## config.mk

```make
export PLATFORM = sky130hd
export DESIGN_NAME = bmg_ctrl
export DESIGN_NICKNAME = d
export VERILOG_FILES = /design/src/rtl/bmg_pkg.sv /design/src/rtl/bmg_ctrl.sv
export SDC_FILE = /design/constraint.sdc
export NUM_CORES = 1
export LEC_CHECK = 0
export BUFFER_PORTS_ARGS = -buffer_cell sky130_fd_sc_hd__buf_2
export CAP_MARGIN = 20
export CORE_ASPECT_RATIO = 1.1
export CORE_MARGIN = 1
export CORE_UTILIZATION = 33
export DETAILED_ROUTE_END_ITERATION = 10
export GPL_ROUTABILITY_DRIVEN = 0
export SLEW_MARGIN = 20
export SYNTH_ARGS = -nofsm -noshare
export SYNTH_HDL_FRONTEND = slang
export SYNTH_SLANG_ARGS = --single-unit
```

## constraint.sdc

```tcl
create_clock -name clk -period 2.8 [get_ports clk]
set_clock_uncertainty 0.1 [all_clocks]
set_input_delay 0.84 -clock clk [delete_from_list [all_inputs] [get_ports clk]]
set_output_delay 0.84 -clock clk [all_outputs]
set_load 0.02 [all_outputs]
```

## src/rtl/bmg_pkg.sv

```systemverilog
`timescale 1ns / 1ps
`default_nettype none
package bmg_pkg;

  localparam logic [30:0] TWO_LN2_Q30     = 31'd1488522236;
  localparam logic [30:0] HALF_PI_Q30     = 31'd1686629713;
  localparam logic [32:0] CORDIC_GAIN_Q30 = 33'd652032874;
  localparam logic [4:0]  CORDIC_LAST     = 5'd29;
  localparam logic [4:0]  LOG_LAST        = 5'd29;

  localparam logic        REG_MEAN     = 1'b0;
  localparam logic        REG_VARIANCE = 1'b1;

  localparam logic [31:0] MEAN_RESET     = 32'd0;
  localparam logic [31:0] VARIANCE_RESET = 32'd65536;

  typedef struct packed {
    logic load;
    logic prep;
    logic start_a;
    logic mul_r2;
    logic start_r;
    logic mul_z;
    logic mul_s;
    logic out_load;
  } bmg_cmd_t;

  typedef struct packed {
    logic a_done;
    logic r_done;
  } bmg_sts_t;

  function automatic logic [31:0] atan_q30(input logic [4:0] k);
    logic [31:0] a;
    case (k)
      5'd0:    a = 32'd843314856;
      5'd1:    a = 32'd497837829;
      5'd2:    a = 32'd263043836;
      5'd3:    a = 32'd133525158;
      5'd4:    a = 32'd67021686;
      5'd5:    a = 32'd33543515;
      5'd6:    a = 32'd16775850;
      5'd7:    a = 32'd8388437;
      5'd8:    a = 32'd4194282;
      5'd9:    a = 32'd2097149;
      5'd10:   a = 32'd1048575;
      5'd11:   a = 32'd524287;
      5'd12:   a = 32'd262143;
      5'd13:   a = 32'd131071;
      5'd14:   a = 32'd65535;
      5'd15:   a = 32'd32767;
      5'd16:   a = 32'd16383;
      5'd17:   a = 32'd8191;
      5'd18:   a = 32'd4095;
      5'd19:   a = 32'd2047;
      5'd20:   a = 32'd1023;
      5'd21:   a = 32'd511;
      5'd22:   a = 32'd255;
      5'd23:   a = 32'd127;
      5'd24:   a = 32'd63;
      5'd25:   a = 32'd31;
      5'd26:   a = 32'd15;
      5'd27:   a = 32'd7;
      5'd28:   a = 32'd3;
      5'd29:   a = 32'd1;
      default: a = 32'd0;
    endcase
    return a;
  endfunction

endpackage
`default_nettype wire

```

## src/rtl/bmg_ctrl.sv

```systemverilog
`timescale 1ns / 1ps
`default_nettype none
module bmg_ctrl
  import bmg_pkg::*;
(
  input  wire logic     clk,
  input  wire logic     rst,
  input  wire logic     req_valid,
  output logic          req_stall,
  output logic          rsp_valid,
  input  wire logic     rsp_stall,
  input  wire bmg_sts_t sts,
  output bmg_cmd_t      cmd
);

  typedef enum logic [9:0] {
    S_IDLE    = 10'b0000000001,
    S_PREP    = 10'b0000000010,
    S_START_A = 10'b0000000100,
    S_WAIT_A  = 10'b0000001000,
    S_MUL_R2  = 10'b0000010000,
    S_START_R = 10'b0000100000,
    S_WAIT_R  = 10'b0001000000,
    S_MUL_Z   = 10'b0010000000,
    S_MUL_S   = 10'b0100000000,
    S_FINISH  = 10'b1000000000
  } state_t;

  state_t state, state_next;
  logic   out_free;

  assign req_stall = (state != S_IDLE);
  assign out_free  = !rsp_valid || !rsp_stall;

  always_comb begin
    state_next = state;
    cmd        = '0;
    case (state)
      S_IDLE: begin
        if (req_valid) begin
          cmd.load   = 1'b1;
          state_next = S_PREP;
        end
      end
      S_PREP: begin
        cmd.prep   = 1'b1;
        state_next = S_START_A;
      end
      S_START_A: begin
        cmd.start_a = 1'b1;
        state_next  = S_WAIT_A;
      end
      S_WAIT_A: begin
        if (sts.a_done) state_next = S_MUL_R2;
      end
      S_MUL_R2: begin
        cmd.mul_r2 = 1'b1;
        state_next = S_START_R;
      end
      S_START_R: begin
        cmd.start_r = 1'b1;
        state_next  = S_WAIT_R;
      end
      S_WAIT_R: begin
        if (sts.r_done) state_next = S_MUL_Z;
      end
      S_MUL_Z: begin
        cmd.mul_z  = 1'b1;
        state_next = S_MUL_S;
      end
      S_MUL_S: begin
        cmd.mul_s  = 1'b1;
        state_next = S_FINISH;
      end
      S_FINISH: begin
        if (out_free) begin
          cmd.out_load = 1'b1;
          state_next   = S_IDLE;
        end
      end
      default: state_next = S_IDLE;
    endcase
  end

  always_ff @(posedge clk) begin
    if (rst) begin
      state     <= S_IDLE;
      rsp_valid <= 1'b0;
    end else begin
      state <= state_next;
      if (cmd.out_load) begin
        rsp_valid <= 1'b1;
      end else if (!rsp_stall) begin
        rsp_valid <= 1'b0;
      end
    end
  end

endmodule
`default_nettype wire

```

==> results of run 1 <==
[power by group]
part	total (mW)	internal [mW]	leakage (nW)	switching, mW
sequential	0.174	0.162	0.0904	0.0117
combinational	0.116	0.0497	0.251	0.0667
clock	0.115	0.0552	0.0150	0.0598
[critical path: cells and delay by family (launching register included)]
kind	cells	cell delay, ns
compound gates	1	0.10
flops	1	0.38
buf+inv	1	0.14
simple gates	3	0.88
[repair_timing]
action	in CTS	in global routing
setup buffers	0	3
gates resized for setup	0	8
endpoints found under the setup margin	0	3
[worst paths after layout]
path / from / endpoint / cells past startpoint / slack (ns)
worst max-delay path: state[4] / cmd[0] / 5 / 0.07
worst min-delay path: state[4] / state[8] / 1 / 0.41
worst max register to register: state[4] / state[8] / 6 / 0.88
worst min register to register: state[4] / state[8] / 1 / 0.41
[per-stage QoR]
stage	TNS, ns	hold WS (ns)
2_1_floorplan	0	0.420
3_3_place_gp	0	0.390
3_5_place_dp	0	0.387
4_1_cts	0	0.398
5_1_grt	-0.00767	0.428
6_report	0	0.413
[cell type report]
cell class | count | area, sq um | area share (%)
well taps | 27 | 33.8 | 3.97
flip-flops and latches | 11 | 225 | 26.5
inverters | 4 | 15.0 | 1.76
multi-input cells | 67 | 435 | 51.2
repair buffers | 20 | 115 | 13.5
clock buffers | 4 | 26.3 | 3.09
[state kept, by name, indices dropped and copies added, names as in the netlist]
register and count:
state 10, rsp_valid 1
[layer usage]
layer	routed length, microns	share of wire [%]	vias to the layer above
met5	0	0	-
met4	36	2.1	0
met3	82	4.8	4
met2	790	46	24
met1	807	47	317
li1	-	-	357
[placed cells by master, fill, tap and decap left out, types with 2 or more instances in the layout]
master     instances
and3_1             2
and4b_1            2
buf_2             14
buf_4              6
clkbuf_4           3
dfxtp_1            9
inv_1              4
nand2_1            5
nand3_1            2
nand4_1            2
nand4b_1           2
nor2_1            14
nor2b_1            3
nor3_1             3
nor3b_1            4
o2111ai_1          2
o21ai_0            6
[cell families after synthesis]
logic type | after synthesis
AO/OA/AOI/OAI | 16
AND/OR/NAND/NOR | 50
flip-flops | 11
XOR/XNOR | 1
buffers and inverters | 7
==> results.json, run 1 <==
{
  "status": "completed",
  "first_pass_iters": 4,
  "p_per_area_mw_per_mm2": 476,
  "place_area_sq_um": 779,
  "port_buffers": 15,
  "cts.sinks": 11,
  "grt_max_degree": 10,
  "overflow": 0,
  "wl_per_cell_microns": 12.9,
  "dpl.hpwl_mm": 1.18,
  "cts_buffer_depth": 2,
  "worst_slew_pin_slew_ns": 0.519,
  "async_flop_share_pct": 0,
  "ys_ff_latch": 11,
  "htreeDepth": 1,
  "cts-root-buf": "clkbuf_4",
  "critPathSlowestCell": "or3b_4",
  "start_util_pct": 36.7,
  "postRouteAntennaNets": 0,
  "drc_errors": 0,
  "clock_latency_ns": 0.27,
  "synth_top_area_share_pct": 32.6,
  "die-area_sq_mm": 0.00223,
  "p_leak_nw": 0.356,
  "synth-adder-area-share_pct": 0,
  "syn-num-nets": 91,
  "path_cells": "nor4_4 -> nand3_2 -> or3b_4 -> a21oi_2 -> buf_4",
  "syn_to_final_growth_pct": 25.9,
  "post-route-period-util_pct": 97.5,
  "netlist_area_sq_um": 676,
  "synth-edff-count": 0,
  "final-setup-viol-count": 0,
  "cts_tree": "done",
  "grt_usage_pct": 15.8,
  "syn_avg_cell_area_sq_um": 7.95,
  "routed_wl_mm": 1.72,
  "slew_viol_final": 0,
  "met1_usage_pct": 21.2,
  "placed_cells": 126,
  "grtUsageMet3_pct": 3.30,
  "via_per_inst": 5.28,
  "synth_cell_types": 34,
  "synthCells": 85,
  "antenna_found_initial": 0,
  "crit_required_ns": 1.86,
  "seq_area_frac_synth_pct": 32.6,
  "drive_gt1_share_pct": 30.2,
  "cts_made_buffers": 3,
  "synth-compound-area-share_pct": 16.3,
  "dp_slack_ns": 0.335,
  "hold_buffers": 0,
  "power.total_uw": 405,
  "drtIter0Drc": 4,
  "startpoint_type": "flip-flop",
  "fin_util_pct": 46.2,
  "design_area_sq_um": 851,
  "maxCapViolCount": 0,
  "coreArea_sq_mm": 0.00184,
  "synthTopCellsByCount": "nor2_1, dfxtp_1, o21ai_0, nand2_1",
  "use_met2_pct": 22.7,
  "end_kind": "output port",
  "yosysWarnings": 0,
  "hp-class": "reg2reg",
  "synthTopCellsByArea": "dfxtp_1, nor2_1, o21ai_0",
  "fillCellCount": 202,
  "synth-simple-area-share_pct": 44.6,
  "period_needed_ns": 2.73,
  "nets": 113,
  "grt_pass1_vias": 578,
  "critPathMaxFanout": 9,
  "n_antenna_cell": 0,
  "via_count": 702,
  "row_count": 16,
  "setup_ws_ns": 0.0711,
  "worst_path_largest_cell_delay_ns": 0.42,
  "crit_type": "reg2out",
  "synth_top_family_by_area": "simple AND/OR/NAND/NOR gates",
  "busiest_layer": "met2",
  "die_h_microns": 49.5,
  "fmax_ghz": 0.366,
  "synth_xor_area_share_pct": 1.30,
  "synthMuxAreaShare_pct": 0,
  "grt_pass1_wl_mm": 2.56,
  "dieWidth_microns": 45.1,
  "ir_drop_mv": 0.193,
  "final_cells": 133,
  "ys.flop_type": "dfxtp_1",
  "cp.arrival_ns": 1.79,
  "relSlewSlack_pct": 65.3,
  "clk_pin_slew_ns": 0.08,
  "yosys.area.top_type": "dfxtp_1",
  "pin_count": 16,
  "hold_viol_final": 0,
  "yosysMostFrequentCell": "nor2_1"
}
Power figures use the tool's default switching activity.
==> inputs of run 2 (changes only) <==
Clock period 2.8 ns to 3.5 ns, I/O delays scaled along.
==> run 2 against run 1 <==
  * Combinational power fell by 34%
  * Sequential cell count did not move
  * Clock power fell by 23%
  * Critical path depth did not move
  * Global-route usage rose by 0.55 points
  * Sequential share of layout area rose by 1.4 points
  * Register-to-register slack improved by 0.81 ns
  * Critical path type unchanged
  * Highest routed layer unchanged
==> results.json, run 2 (synthesized netlist as in run 1, its figures left out) <==
{
  "status": "completed",
  "crit_required_ns": 2.35,
  "final_cell_mix": "buf_2, nor2_1, dfxtp_1, o21ai_0, nand2_1",
  "n_antenna_cell": 0,
  "placed_cells": 124,
  "ir_drop_mv": 0.175,
  "regMostFlops": "state",
  "startpoint_type": "flip-flop",
  "clk_pin_slew_ns": 0.07,
  "overflow": 0,
  "worst-path-buf-inv": 1,
  "via_per_inst": 5.29,
  "row_count": 16,
  "cts.sinks": 11,
  "cp.arrival_ns": 1.97,
  "critPathMaxFanout": 6,
  "path_delay_family": "simple AND/OR/NAND/NOR gates",
  "final_cells": 128,
  "worst_path_largest_cell_delay_ns": 0.44,
  "syn_to_final_growth_pct": 17.0,
  "start_util_pct": 36.7,
  "p_leak_nw": 0.329,
  "die-area_sq_mm": 0.00223,
  "top_regs": "state: 10 flops, rsp_valid: 1 flops",
  "die_h_microns": 49.5,
  "clock_latency_ns": 0.27,
  "drtIter0Drc": 26,
  "via_count": 677,
  "cts-root-buf": "clkbuf_4",
  "post_cts_resized": 0,
  "relSlewSlack_pct": 65.8,
  "htreeDepth": 1,
  "hold_viol_final": 0,
  "dieWidth_microns": 45.1,
  "maxCapViolCount": 0,
  "postCtsSetupBuffers": 0,
  "slew_viol_final": 0,
  "end_kind": "output port",
  "drive_gt1_share_pct": 20.8,
  "grt_usage_pct": 16.3,
  "cts_buffer_depth": 2,
  "coreArea_sq_mm": 0.00184,
  "nets": 108,
  "crit_type": "reg2out",
  "period_needed_ns": 3.12,
  "p_per_area_mw_per_mm2": 386,
  "largest_reg_flops": 10,
  "setup_ws_ns": 0.378,
  "grt_pass1_wl_mm": 2.69,
  "final-setup-viol-count": 0,
  "path_cells": "nor4_4 -> nand3_2 -> or3b_1 -> a21oi_1 -> buf_2",
  "worst_slew_pin_slew_ns": 0.513,
  "drc_errors": 0,
  "dpl.hpwl_mm": 1.17,
  "dp_slack_ns": 0.676,
  "grt_pass1_vias": 600,
  "critPathSlowestCell": "nor4_4",
  "tns_ns": 0,
  "post-route-period-util_pct": 89.2,
  "port_buffers": 15,
  "hp-class": "reg2reg",
  "routed_wl_mm": 1.58,
  "first_pass_iters": 4,
  "antenna_found_initial": 0,
  "fmax_ghz": 0.320,
  "postRouteAntennaNets": 0,
  "layout_commonest_cell": "buf_2",
  "cts_tree": "done",
  "cts_made_buffers": 3,
  "grt_max_degree": 10,
  "pin_count": 16,
  "wl_per_cell_microns": 12.4,
  "rsz0062_at_grt": "no",
  "hold_buffers": 0
}
-- run 2: worst paths after layout --
| kind | start | to | slack, ns | cells after the start |
|---|---|---|---|---|
| max | state[5] | cmd[0] | 0.38 | 5 |
| min | rsp_valid | rsp_valid | 0.40 | 2 |
| max reg2reg | state[5] | state[8] | 1.69 | 4 |
| min reg2reg | rsp_valid | rsp_valid | 0.40 | 2 |
-- run 2: power breakdown --
group	switching, mW	leakage [nW]	internal [mW]
combinational	0.0494	0.225	0.0275
clock	0.0441	0.0150	0.0442
sequential	0.00922	0.0891	0.131
total	0.103	0.329	0.202
-- run 2: area by class of cell --
| class | count | area [sq um] |
|---|---|---|
| multi-input cells | 67 | 420 |
| flip-flops and latches | 11 | 220 |
| well taps | 27 | 33.8 |
| inverters | 4 | 15.0 |
| clock buffers | 4 | 26.3 |
| fillers | 201 | 1050 |
| repair buffers | 15 | 75.1 |
-- run 2: stage by stage --
stage                     util (%)  hold slack (ns)  total power, mW  instance area [sq um]
after floorplan                  -            0.420            0.195                    676
after global placement        41.5            0.390            0.218                    764
after detailed placement      41.5            0.395            0.218                    764
after CTS                     42.9            0.404            0.310                    791
after global routing          42.9            0.430            0.323                    791
final                         42.9            0.400            0.305                    791
-- run 2: routing by layer --
metal	share of wire (%)	GRT usage, %	vias to the layer above
met2	47	24.6	21
met5	0	0	-
met4	1.9	10.6	0
met1	47	21.1	305
met3	4.2	2.20	4
li1	-	-	347
-- run 2: worst register-to-register path, cell delays in order (launching register included) --
cell	delay (ns)
dfxtp_1	0.36
nor4_4	0.44
nand3_2	0.18
o2111ai_1	0.49
nor4b_1	0.10
